<file path="config.mk">
export PLATFORM = sky130hd
export DESIGN_NAME = utc_to_local_time_with_dst_flat
export DESIGN_NICKNAME = d
export VERILOG_FILES = /design/src/hdl/utld_pkg.sv /design/src/hdl/utld_if.sv /design/src/hdl/utld_ctrl.sv /design/src/hdl/utld_dp.sv /design/src/hdl/utc_to_local_time_with_dst.sv /design/src/flat_wrapper.sv
export VERILOG_INCLUDE_DIRS = /design/src /design/src/hdl
export SDC_FILE = /design/constraint.sdc
export NUM_CORES = 2
export LEC_CHECK = 0
export BUFFER_PORTS_ARGS = -buffer_cell sky130_fd_sc_hd__buf_4
export CAP_MARGIN = 10
export CORE_ASPECT_RATIO = 0.5
export CORE_MARGIN = 1.5
export CORE_UTILIZATION = 65
export DETAILED_ROUTE_END_ITERATION = 6
export PLACE_DENSITY = 0.83
export SLEW_MARGIN = 20
export SYNTH_ARGS = -nofsm -noshare
export SYNTH_HDL_FRONTEND = slang
export SYNTH_SLANG_ARGS = --single-unit
</file>
<file path="constraint.sdc">
create_clock -name clk -period 8.7 [get_ports clk]
set_clock_uncertainty 0.15 [all_clocks]
set_input_delay 1.305 -clock clk [delete_from_list [all_inputs] [get_ports clk]]
set_output_delay 1.305 -clock clk [all_outputs]
set_load 0.02 [all_outputs]
</file>
<file path="src/hdl/utc_to_local_time_with_dst_assert.svh">
// Assertion macros for the local time block.
`ifndef UTC_TO_LOCAL_TIME_WITH_DST_ASSERT_SVH
`define UTC_TO_LOCAL_TIME_WITH_DST_ASSERT_SVH
`ifndef ASSERT_OFF
`define UTLD_ASSERT_IMP(lbl, clk, rstn, ante, cons) \
  lbl: assert property (@(posedge clk) disable iff (!(rstn)) (ante) |-> (cons)) \
    else $error("%m: implication check failed");
`define UTLD_ASSERT_NXT(lbl, clk, rstn, ante, cons) \
  lbl: assert property (@(posedge clk) disable iff (!(rstn)) (ante) |=> (cons)) \
    else $error("%m: next cycle check failed");
`else
`define UTLD_ASSERT_IMP(lbl, clk, rstn, ante, cons)
`define UTLD_ASSERT_NXT(lbl, clk, rstn, ante, cons)
`endif
`endif

</file>
<file path="src/hdl/utld_pkg.sv">
package utld_pkg;

  localparam logic [1:0] MODE_OFF    = 2'd0;
  localparam logic [1:0] MODE_RULE   = 2'd1;
  localparam logic [1:0] MODE_MANUAL = 2'd2;

  localparam logic [2:0] CFG_ZONE   = 3'd0;
  localparam logic [2:0] CFG_MMIN   = 3'd1;
  localparam logic [2:0] CFG_USEMAN = 3'd2;
  localparam logic [2:0] CFG_MODE   = 3'd3;
  localparam logic [2:0] CFG_MSTEP  = 3'd4;
  localparam logic [2:0] CFG_SRULE  = 3'd5;
  localparam logic [2:0] CFG_ERULE  = 3'd6;
  localparam logic [2:0] CFG_SHIFT  = 3'd7;

  localparam int CFG_W = 21;

  localparam logic [33:0] SEC_YEAR     = 34'd31536000;
  localparam logic [33:0] SEC_LEAPYEAR = 34'd31622400;

  typedef enum logic [3:0] {
    ST_IDLE, ST_YSRCH, ST_CACHE, ST_RINIT, ST_RYEAR, ST_RMON,
    ST_RWEEK, ST_RMUL, ST_RADD, ST_APPLY, ST_DONE
  } state_t;

  typedef struct packed {
    logic load_in;
    logic ys_init;
    logic ys_step;
    logic cache_fill;
    logic ri_init;
    logic rule_end;
    logic ri_year;
    logic ri_mon;
    logic ri_week;
    logic ri_mul;
    logic ri_add;
    logic apply;
    logic out_load;
  } cmd_t;

  typedef struct packed {
    logic rule_mode;
    logic ys_done;
    logic cache_hit;
    logic ry_done;
    logic rm_done;
    logic sel_end;
  } stat_t;

  // Gregorian leap test for year 1970 + y over the range the block covers
  function automatic logic is_leap(logic [8:0] y);
    logic [8:0] a;
    a = y + 9'd2;
    return (a[1:0] == 2'b00) && (y != 9'd130) && (y != 9'd230);
  endfunction

  function automatic logic [4:0] month_days(logic [3:0] m, logic leap);
    case (m)
      4'd1:    month_days = leap ? 5'd29 : 5'd28;
      4'd3, 4'd5, 4'd8, 4'd10: month_days = 5'd30;
      default: month_days = 5'd31;
    endcase
  endfunction

  function automatic logic [2:0] days_mod7(logic [4:0] d);
    case (d)
      5'd28:   days_mod7 = 3'd0;
      5'd29:   days_mod7 = 3'd1;
      5'd30:   days_mod7 = 3'd2;
      default: days_mod7 = 3'd3;
    endcase
  endfunction

  function automatic logic [2:0] add_mod7(logic [2:0] a, logic [2:0] b);
    logic [3:0] s;
    s = {1'b0, a} + {1'b0, b};
    if (s >= 4'd7) s = s - 4'd7;
    return s[2:0];
  endfunction

endpackage

</file>
<file path="src/hdl/utld_if.sv">
interface utld_in_if;
  logic        valid;
  logic        ready;
  logic [31:0] utc_seconds;
  modport source (output valid, output utc_seconds, input ready);
  modport sink (input valid, input utc_seconds, output ready);
endinterface

interface utld_out_if;
  logic        valid;
  logic        ready;
  logic [31:0] local_seconds;
  logic        dst_active;
  modport source (output valid, output local_seconds, output dst_active, input ready);
  modport sink (input valid, input local_seconds, input dst_active, output ready);
endinterface

</file>
<file path="src/hdl/utld_ctrl.sv">
module utld_ctrl
  import utld_pkg::*;
(
  input  logic  clk,
  input  logic  rst_n,
  input  logic  in_valid,
  output logic  in_ready,
  output logic  out_valid,
  input  logic  out_ready,
  input  stat_t status,
  output cmd_t  cmd
);

  state_t state_r, state_nxt;
  logic   out_valid_r, out_valid_nxt;

  // advance the sequencer
  always_comb begin
    state_nxt = state_r;
    case (state_r)
      ST_IDLE:  if (in_valid) state_nxt = status.rule_mode ? ST_YSRCH : ST_APPLY;
      ST_YSRCH: if (status.ys_done) state_nxt = ST_CACHE;
      ST_CACHE: state_nxt = status.cache_hit ? ST_APPLY : ST_RYEAR;
      ST_RINIT: state_nxt = ST_RYEAR;
      ST_RYEAR: if (status.ry_done) state_nxt = ST_RMON;
      ST_RMON:  if (status.rm_done) state_nxt = ST_RWEEK;
      ST_RWEEK: state_nxt = ST_RMUL;
      ST_RMUL:  state_nxt = ST_RADD;
      ST_RADD:  state_nxt = status.sel_end ? ST_APPLY : ST_RINIT;
      ST_APPLY: state_nxt = ST_DONE;
      ST_DONE:  if (!out_valid_r || out_ready) state_nxt = ST_IDLE;
      default:  state_nxt = ST_IDLE;
    endcase
  end

  // drive datapath commands
  always_comb begin
    cmd      = '0;
    in_ready = 1'b0;
    case (state_r)
      ST_IDLE: begin
        in_ready = 1'b1;
        if (in_valid) begin
          cmd.load_in = 1'b1;
          cmd.ys_init = 1'b1;
        end
      end
      ST_YSRCH: cmd.ys_step = !status.ys_done;
      ST_CACHE: begin
        if (!status.cache_hit) begin
          cmd.cache_fill = 1'b1;
          cmd.ri_init    = 1'b1;
        end
      end
      ST_RINIT: begin
        cmd.ri_init  = 1'b1;
        cmd.rule_end = 1'b1;
      end
      ST_RYEAR: cmd.ri_year  = !status.ry_done;
      ST_RMON:  cmd.ri_mon   = !status.rm_done;
      ST_RWEEK: cmd.ri_week  = 1'b1;
      ST_RMUL:  cmd.ri_mul   = 1'b1;
      ST_RADD:  cmd.ri_add   = 1'b1;
      ST_APPLY: cmd.apply    = 1'b1;
      ST_DONE:  cmd.out_load = !out_valid_r || out_ready;
      default:  cmd = '0;
    endcase
  end

  // hold a result until the receiver takes it
  always_comb begin
    if (cmd.out_load) out_valid_nxt = 1'b1;
    else if (out_ready) out_valid_nxt = 1'b0;
    else out_valid_nxt = out_valid_r;
  end

  assign out_valid = out_valid_r;

  always_ff @(posedge clk) begin
    if (!rst_n) begin
      state_r     <= ST_IDLE;
      out_valid_r <= 1'b0;
    end else begin
      state_r     <= state_nxt;
      out_valid_r <= out_valid_nxt;
    end
  end

endmodule

</file>
<file path="src/hdl/utld_dp.sv">
module utld_dp
  import utld_pkg::*;
(
  input  logic              clk,
  input  logic              rst_n,
  input  cmd_t              cmd,
  output stat_t             status,
  input  logic [31:0]       in_utc,
  input  logic              cfg_we,
  input  logic [2:0]        cfg_index,
  input  logic [CFG_W-1:0]  cfg_wdata,
  output logic [31:0]       out_local,
  output logic              out_dst
);

  // configuration
  logic [16:0] zone_r;
  logic [11:0] mmin_r;
  logic        useman_r;
  logic [1:0]  mode_r;
  logic [2:0]  mstep_r;
  logic [20:0] srule_r, erule_r;
  logic [13:0] shift_r;

  // rule cache
  logic        cvalid_r;
  logic [7:0]  cyear_r;
  logic [31:0] start_r, end_r;

  // working registers
  logic [31:0] now_r;
  logic        act_r;
  logic [7:0]  year_r;
  logic [33:0] acc_r;
  logic        sel_r;
  logic [8:0]  tyear_r, ycnt_r;
  logic [3:0]  tmon_r, mcnt_r;
  logic [2:0]  wk_r, dow_r, wd_r;
  logic        last_r;
  logic [4:0]  hour_r;
  logic [5:0]  min_r;
  logic [16:0] days_r;
  logic [31:0] prod_r;
  logic [31:0] out_local_r;
  logic        out_dst_r;

  // offset stage
  logic [32:0] zone_ext;
  logic [31:0] man_ext, man_add, now_in;
  assign zone_ext = {{16{zone_r[16]}}, zone_r};
  assign man_ext  = {{20{mmin_r[11]}}, mmin_r};
  assign man_add  = (man_ext << 6) - (man_ext << 2);
  always_comb begin
    if (useman_r) now_in = in_utc + man_add;
    else if ($signed({1'b0, in_utc}) > $signed(zone_ext)) now_in = in_utc + zone_ext[31:0];
    else now_in = in_utc;
  end

  // year search step
  logic [33:0] ys_acc_nxt;
  assign ys_acc_nxt = acc_r + (is_leap({1'b0, year_r}) ? SEC_LEAPYEAR : SEC_YEAR);

  // rule decode
  logic [20:0] rule;
  logic [2:0]  r_week, r_dow;
  logic [3:0]  r_mon, mon_c;
  assign rule   = cmd.rule_end ? erule_r : srule_r;
  assign r_week = rule[2:0];
  assign r_dow  = rule[5:3];
  assign r_mon  = rule[9:6];
  assign mon_c  = (r_mon > 4'd11) ? 4'd11 : r_mon;

  // year and month walk
  logic       yleap, tleap;
  logic [4:0] mlen;
  assign yleap = is_leap(ycnt_r);
  assign tleap = is_leap(tyear_r);
  assign mlen  = month_days(mcnt_r, tleap);

  // weekday alignment
  logic [3:0]  dd0, dd1, dd2;
  logic [16:0] wk_days;
  assign dd0 = {1'b0, dow_r} + 4'd7 - {1'b0, wd_r};
  assign dd1 = (dd0 >= 4'd7) ? dd0 - 4'd7 : dd0;
  assign dd2 = (dd1 >= 4'd7) ? dd1 - 4'd7 : dd1;
  assign wk_days = days_r + 17'(({3'b0, wk_r} - 6'd1) * 6'd7) + 17'(dd2)
                   - (last_r ? 17'd7 : 17'd0);

  // instant assembly
  logic [33:0] days_sec;
  logic [16:0] hsec;
  logic [11:0] msec;
  logic [31:0] inst;
  assign days_sec = {17'b0, days_r} * 34'd86400;
  assign hsec     = 17'(hour_r) * 17'd3600;
  assign msec     = 12'(min_r) * 12'd60;
  assign inst     = prod_r + 32'(hsec) + 32'(msec);

  // shift selection
  logic [31:0] shift_ext, step_ext, step_add;
  logic        step_ok, north, in_win;
  assign shift_ext = {{18{shift_r[13]}}, shift_r};
  assign step_ext  = {{29{mstep_r[2]}}, mstep_r};
  assign step_add  = step_ext * 32'd1800;
  assign step_ok   = (mstep_r == 3'b001) || (mstep_r == 3'b010) ||
                     (mstep_r == 3'b110) || (mstep_r == 3'b111);
  assign north     = end_r > start_r;
  assign in_win    = north ? (now_r >= start_r && now_r < end_r)
                           : (now_r < end_r || now_r >= start_r);

  assign status.rule_mode = (mode_r == MODE_RULE);
  assign status.ys_done   = (ys_acc_nxt > {2'b00, now_r}) || (year_r == 8'd255);
  assign status.cache_hit = cvalid_r && (cyear_r == year_r);
  assign status.ry_done   = (ycnt_r == tyear_r);
  assign status.rm_done   = (mcnt_r == tmon_r);
  assign status.sel_end   = sel_r;

  // configuration and cache control
  always_ff @(posedge clk) begin
    if (!rst_n) begin
      zone_r   <= '0;
      mmin_r   <= '0;
      useman_r <= 1'b0;
      mode_r   <= MODE_RULE;
      mstep_r  <= '0;
      srule_r  <= '0;
      erule_r  <= '0;
      shift_r  <= 14'd3600;
      cvalid_r <= 1'b0;
      cyear_r  <= '0;
      start_r  <= '0;
      end_r    <= '0;
    end else begin
      if (cfg_we) begin
        case (cfg_index)
          CFG_ZONE:   zone_r   <= cfg_wdata[16:0];
          CFG_MMIN:   mmin_r   <= cfg_wdata[11:0];
          CFG_USEMAN: useman_r <= cfg_wdata[0];
          CFG_MODE:   mode_r   <= cfg_wdata[1:0];
          CFG_MSTEP:  mstep_r  <= cfg_wdata[2:0];
          CFG_SRULE: begin
            srule_r  <= cfg_wdata[20:0];
            cvalid_r <= 1'b0;
          end
          CFG_ERULE: begin
            erule_r  <= cfg_wdata[20:0];
            cvalid_r <= 1'b0;
          end
          CFG_SHIFT:  shift_r  <= cfg_wdata[13:0];
          default: ;
        endcase
      end
      if (cmd.cache_fill) begin
        cvalid_r <= 1'b1;
        cyear_r  <= year_r;
      end
      if (cmd.ri_add) begin
        if (sel_r) end_r <= inst;
        else start_r <= inst;
      end
    end
  end

  // working datapath
  always_ff @(posedge clk) begin
    if (cmd.load_in) begin
      now_r <= now_in;
      act_r <= 1'b0;
    end
    if (cmd.ys_init) begin
      year_r <= '0;
      acc_r  <= '0;
    end
    if (cmd.ys_step) begin
      year_r <= year_r + 8'd1;
      acc_r  <= ys_acc_nxt;
    end
    if (cmd.ri_init) begin
      sel_r  <= cmd.rule_end;
      dow_r  <= r_dow;
      hour_r <= rule[14:10];
      min_r  <= rule[20:15];
      days_r <= '0;
      wd_r   <= 3'd4;
      ycnt_r <= '0;
      mcnt_r <= '0;
      if (r_week == 3'd0) begin
        wk_r   <= 3'd1;
        last_r <= 1'b1;
        if (mon_c == 4'd11) begin
          tmon_r  <= 4'd0;
          tyear_r <= {1'b0, year_r} + 9'd1;
        end else begin
          tmon_r  <= mon_c + 4'd1;
          tyear_r <= {1'b0, year_r};
        end
      end else begin
        wk_r    <= r_week;
        last_r  <= 1'b0;
        tmon_r  <= mon_c;
        tyear_r <= {1'b0, year_r};
      end
    end
    if (cmd.ri_year) begin
      days_r <= days_r + (yleap ? 17'd366 : 17'd365);
      wd_r   <= add_mod7(wd_r, yleap ? 3'd2 : 3'd1);
      ycnt_r <= ycnt_r + 9'd1;
    end
    if (cmd.ri_mon) begin
      days_r <= days_r + 17'(mlen);
      wd_r   <= add_mod7(wd_r, days_mod7(mlen));
      mcnt_r <= mcnt_r + 4'd1;
    end
    if (cmd.ri_week) days_r <= wk_days;
    if (cmd.ri_mul) prod_r <= days_sec[31:0];
    if (cmd.apply) begin
      if (mode_r == MODE_MANUAL) begin
        if (step_ok) begin
          now_r <= now_r + step_add;
          act_r <= 1'b1;
        end
      end else if (mode_r == MODE_RULE) begin
        if (in_win) begin
          now_r <= now_r + shift_ext;
          act_r <= 1'b1;
        end
      end
    end
    if (cmd.out_load) begin
      out_local_r <= now_r;
      out_dst_r   <= act_r;
    end
  end

  assign out_local = out_local_r;
  assign out_dst   = out_dst_r;

endmodule

</file>
<file path="src/hdl/utc_to_local_time_with_dst.sv">
// UTC to local time converter with daylight saving rules.
// Input channel in_ch carries one UTC second count per request; output
// channel out_ch returns the local second count and the DST flag, one
// result per request, in order. Configuration writes go through cfg_we,
// cfg_index and cfg_wdata; the user must make them only while the block
// is idle, as the block itself does not enforce it. With DST off or in
// manual step mode the request goes straight to the apply step. In rule
// mode the year search walks one year per cycle, to the year index of the
// input (up to 136). On a year change or after a rule write the sequencer
// recomputes both instants, walking years and months one per cycle.
// One request is in work at a time; a new request is taken once the previous
// result sits in the output register, even while the receiver stalls it.
// A stalled result holds until taken; the next one waits behind it.
// Synchronous reset restores the configuration register defaults and drops the cached year.
`include "utc_to_local_time_with_dst_assert.svh"

module utc_to_local_time_with_dst
  import utld_pkg::*;
(
  input  logic             clk,
  input  logic             rst_n,
  utld_in_if.sink          in_ch,
  utld_out_if.source       out_ch,
  input  logic             cfg_we,
  input  logic [2:0]       cfg_index,
  input  logic [CFG_W-1:0] cfg_wdata
);

  cmd_t  cmd;
  stat_t status;

  utld_ctrl u_ctrl (
    .clk       (clk),
    .rst_n     (rst_n),
    .in_valid  (in_ch.valid),
    .in_ready  (in_ch.ready),
    .out_valid (out_ch.valid),
    .out_ready (out_ch.ready),
    .status    (status),
    .cmd       (cmd)
  );

  utld_dp u_dp (
    .clk       (clk),
    .rst_n     (rst_n),
    .cmd       (cmd),
    .status    (status),
    .in_utc    (in_ch.utc_seconds),
    .cfg_we    (cfg_we),
    .cfg_index (cfg_index),
    .cfg_wdata (cfg_wdata),
    .out_local (out_ch.local_seconds),
    .out_dst   (out_ch.dst_active)
  );

  // busy right after a request is taken
  `UTLD_ASSERT_NXT(a_busy_after_accept, clk, rst_n, in_ch.valid && in_ch.ready, !in_ch.ready)
  // never overwrite a pending result
  `UTLD_ASSERT_IMP(a_no_overwrite, clk, rst_n, cmd.out_load, !out_ch.valid || out_ch.ready)
  // capture only an offered request
  `UTLD_ASSERT_IMP(a_load_valid, clk, rst_n, cmd.load_in, in_ch.valid)

endmodule

</file>
<file path="src/flat_wrapper.sv">
// flat-port wrapper written by rule: the top's interface ports become plain ports
module utc_to_local_time_with_dst_flat import utld_pkg::*;
  (clk, rst_n, cfg_we, cfg_index, cfg_wdata, in_ch_valid, in_ch_utc_seconds, in_ch_ready, out_ch_valid, out_ch_local_seconds, out_ch_dst_active, out_ch_ready);
  utld_in_if in_ch_i ();
  utld_out_if out_ch_i ();
  input  logic clk;
  input  logic rst_n;
  input  logic cfg_we;
  input  logic [2:0] cfg_index;
  input  logic [CFG_W-1:0] cfg_wdata;
  input wire logic [$bits(in_ch_i.valid)-1:0] in_ch_valid;
  input wire logic [$bits(in_ch_i.utc_seconds)-1:0] in_ch_utc_seconds;
  output wire logic [$bits(in_ch_i.ready)-1:0] in_ch_ready;
  output wire logic [$bits(out_ch_i.valid)-1:0] out_ch_valid;
  output wire logic [$bits(out_ch_i.local_seconds)-1:0] out_ch_local_seconds;
  output wire logic [$bits(out_ch_i.dst_active)-1:0] out_ch_dst_active;
  input wire logic [$bits(out_ch_i.ready)-1:0] out_ch_ready;
  assign in_ch_i.valid = in_ch_valid;
  assign in_ch_i.utc_seconds = in_ch_utc_seconds;
  assign in_ch_ready = in_ch_i.ready;
  assign out_ch_valid = out_ch_i.valid;
  assign out_ch_local_seconds = out_ch_i.local_seconds;
  assign out_ch_dst_active = out_ch_i.dst_active;
  assign out_ch_i.ready = out_ch_ready;
  utc_to_local_time_with_dst u_core (.clk(clk), .rst_n(rst_n), .in_ch(in_ch_i), .out_ch(out_ch_i), .cfg_we(cfg_we), .cfg_index(cfg_index), .cfg_wdata(cfg_wdata));
endmodule
</file>
==> flow_summary.json <==
{
  "synth_area_leaders": "ha_1 20%, edfxtp_1 15%, dfxtp_1 12%",
  "ys_types": 92,
  "min_from": "u_core.u_dp.srule_r[5]$_SDFFE_PN0P_",
  "cts_setup_buffers": 0,
  "ys_seq_area_share_pct": 26.7,
  "htree_levels": 2,
  "syn_inst": 3828,
  "synth_edf_count": 161,
  "grt_pass1_vias": 27100,
  "reg2reg_depth": 26,
  "holdPathStages": 2,
  "start_kind": "register",
  "clkTransAtPathRegs_ps": 70,
  "max-slew-margin-rel_pct": 30.2,
  "numCtsBuffers": 36,
  "max-cap-violations": 0,
  "r2r_start": "u_core.u_dp.wd_r[1]$_DFFE_PP_",
  "dieArea_sq_mm": 0.0518,
  "netlist_area_sq_mm": 0.0327,
  "fin_cells": 4561,
  "ioPinCount": 96,
  "worstMarginPinSlew_ps": 1050,
  "min_path_type": "reg -> reg",
  "syn_area_per_cell_sq_um": 8.55,
  "dp_cells": 4495,
  "viasPerCell": 6.23,
  "antenna_found_initial": 0,
  "post-route-min-period_ps": 7200,
  "drive_above_1_share_pct": 6.01,
  "fp.dieH_um": 162,
  "cts_hold_buf": 0,
  "hold_slack_ps": 307,
  "drt-wirelength-per-cell_um": 18.9,
  "pre_cts_ws_ps": 1600,
  "vias": 28400,
  "worstSetupEndpointType": "register",
  "cts_buffer_depth": 3,
  "place_congestion": 0.975,
  "initial_core_util_pct": 66.6,
  "synth_top_area_cell": "ha_1",
  "initialDrtViolationCount": 2642,
  "drt_pass1_iterations": 6,
  "finalHoldViolations": 0,
  "port_buffers": 95,
  "clock-sinks": 356,
  "synthTopCellsByCount": "520 x ha_1, 437 x nand2_1, 405 x inv_1",
  "dp_hpwl_mm": 66.4,
  "synth_ff_type": "dfxtp_1",
  "layout.nets": 4538,
  "grt_usage_pct": 32.8,
  "crit_arrival_ps": 7320,
  "path_max_fanout": 7,
  "num_rows": 57,
  "clk-insertion-delay-late_ps": 550,
  "rsz0062_at_grt": "false",
  "cts_resized": 0,
  "min_to": "u_core.u_dp.srule_r[5]$_SDFFE_PN0P_",
  "antenna_cells": 0,
  "drc": 0,
  "cts_root_buf": "clkbuf_16",
  "grt_max_degree": 99,
  "async_flop_share_pct": 0,
  "finalSetupViolations": 0,
  "outcome": "finished clean",
  "ys_ff_latch": 356,
  "synth_most_common_cell": "ha_1",
  "finalSetupTns_ps": 0,
  "cp.required_ps": 8820,
  "synth_top_area_share_pct": 19.9,
  "cts_tree": "done",
  "routed_wl_mm": 86.2,
  "syn2layout_area_growth_pct": 7.58,
  "rr_endpoint": "u_core.u_dp.days_r[15]$_DFFE_PP_",
  "grt_first_pass_wirelength_mm": 138,
  "max_freq_mhz": 139,
  "yosysWarnings": 0,
  "finalCritPeriodShare_pct": 82.8,
  "die_x_um": 320,
  "r2r_slack_ps": 1500,
  "core_sq_mm": 0.0491,
  "critPathKind": "reg -> reg",
  "setup_slack_ps": 1500,
  "slew_viol_final": 0,
  "antenna_left": 0,
  "grt-ovfl-total": 0
}
## through the flow
stage | area (sq um) | util (%)
after floorplan | 32700 | -
final | 35200 | 71.6
after CTS | 35200 | 71.6
after detailed placement | 34100 | 69.3
after global routing | 35200 | 71.6
after global placement | 34100 | 69.3
## worst max-delay path by stage
stage,slack (ps),depth (start not counted),end,start
6_report,1500,26,u_core.u_dp.days_r[15]$_DFFE_PP_,u_core.u_dp.wd_r[1]$_DFFE_PP_
5_1_grt,1060,26,u_core.u_dp.days_r[15]$_DFFE_PP_,u_core.u_dp.wd_r[1]$_DFFE_PP_
3_3_place_gp,1890,26,u_core.u_dp.days_r[13]$_DFFE_PP_,u_core.u_dp.wd_r[1]$_DFFE_PP_
2_1_floorplan,2280,26,u_core.u_dp.days_r[13]$_DFFE_PP_,u_core.u_dp.wd_r[1]$_DFFE_PP_
3_5_place_dp,1600,26,u_core.u_dp.days_r[15]$_DFFE_PP_,u_core.u_dp.wd_r[1]$_DFFE_PP_
4_1_cts,1560,26,u_core.u_dp.days_r[15]$_DFFE_PP_,u_core.u_dp.wd_r[1]$_DFFE_PP_
## routing by layer
layer	wire [um]	track usage, %	vias to the layer above
li1	-	-	13600
met1	38500	45.7	13500
met2	39200	54.6	1072
met3	6440	3.75	167
met4	2020	8.08	0
met5	0	0	-
## critical path: stages (launching register included)
cell	delay, ps
edfxtp_1	490
inv_1	190
ha_1	250
a21o_1	170
a21oi_1	440
a21boi_0	390
mux2_2	420
ha_1	270
a22o_1	260
mux2i_1	140
fa_1	480
inv_1	60
fa_1	540
ha_1	160
inv_1	50
fa_1	390
nor2b_1	120
o21ai_0	100
a21boi_0	250
o21ai_0	160
a21boi_0	280
o21ai_0	140
a21boi_0	320
o211ai_1	200
a21oi_1	220
mux2i_1	200
o21ai_0	80
## cells by family (layout without fill, tap and decap cells)
logic type      count (synthesis)  after routing  synth area share (%)
mux                            44             44                  1.38
compound gates                972            972                  19.2
buf+inv                       513            596                  6.04
xor+xnor                      261            261                  6.99
flops                         356            356                  26.7
simple gates                 1088           1088                  15.3
fa+ha+maj                     593            593                  24.4
other cells                     1              2                0.0115
## cell usage in the layout, fill, tap and decap left out, types with 78 or more instances in the layout
master    instances
a21o_1           83
a21oi_1         340
buf_4           124
dfxtp_1         194
edfxtp_1        161
ha_1            520
inv_1           404
nand2_1         436
nand3_1          83
nor2_1          237
o21ai_0         138
xnor2_1         183
xor2_1           78
## final cells by class
type / count / area [sq um]
repair buffers: 124 / 931
fillers: 3825 / 13900
clock buffers: 50 / 1030
clock inverters: 16 / 106
multi-input cells: 2960 / 22100
well taps: 649 / 812
inverters: 406 / 1530
flip-flops and latches: 356 / 8740
## registers in the layout, indices dropped and copies added (netlist names), 5 cells and up
name / count
u_core.u_dp.days_r: 17
u_core.u_dp.out_local: 32
u_core.u_dp.zone_r: 17
u_core.u_dp.min_r: 6
u_core.u_dp.year_r: 8
u_core.u_dp.acc_r: 27
u_core.u_dp.mmin_r: 12
u_core.u_dp.end_r: 30
u_core.u_dp.hour_r: 5
u_core.u_dp.shift_r: 14
u_core.u_dp.srule_r: 21
u_core.u_dp.prod_r: 25
u_core.u_dp.start_r: 30
u_core.u_dp.erule_r: 21
u_core.u_dp.now_r: 32
u_core.u_dp.ycnt_r: 9
u_core.u_dp.cyear_r: 8
u_core.u_dp.tyear_r: 9
Power is left out: the tool's default activity adds up to more than one toggle a clock period on the data nets, which glitch-free logic cannot reach.
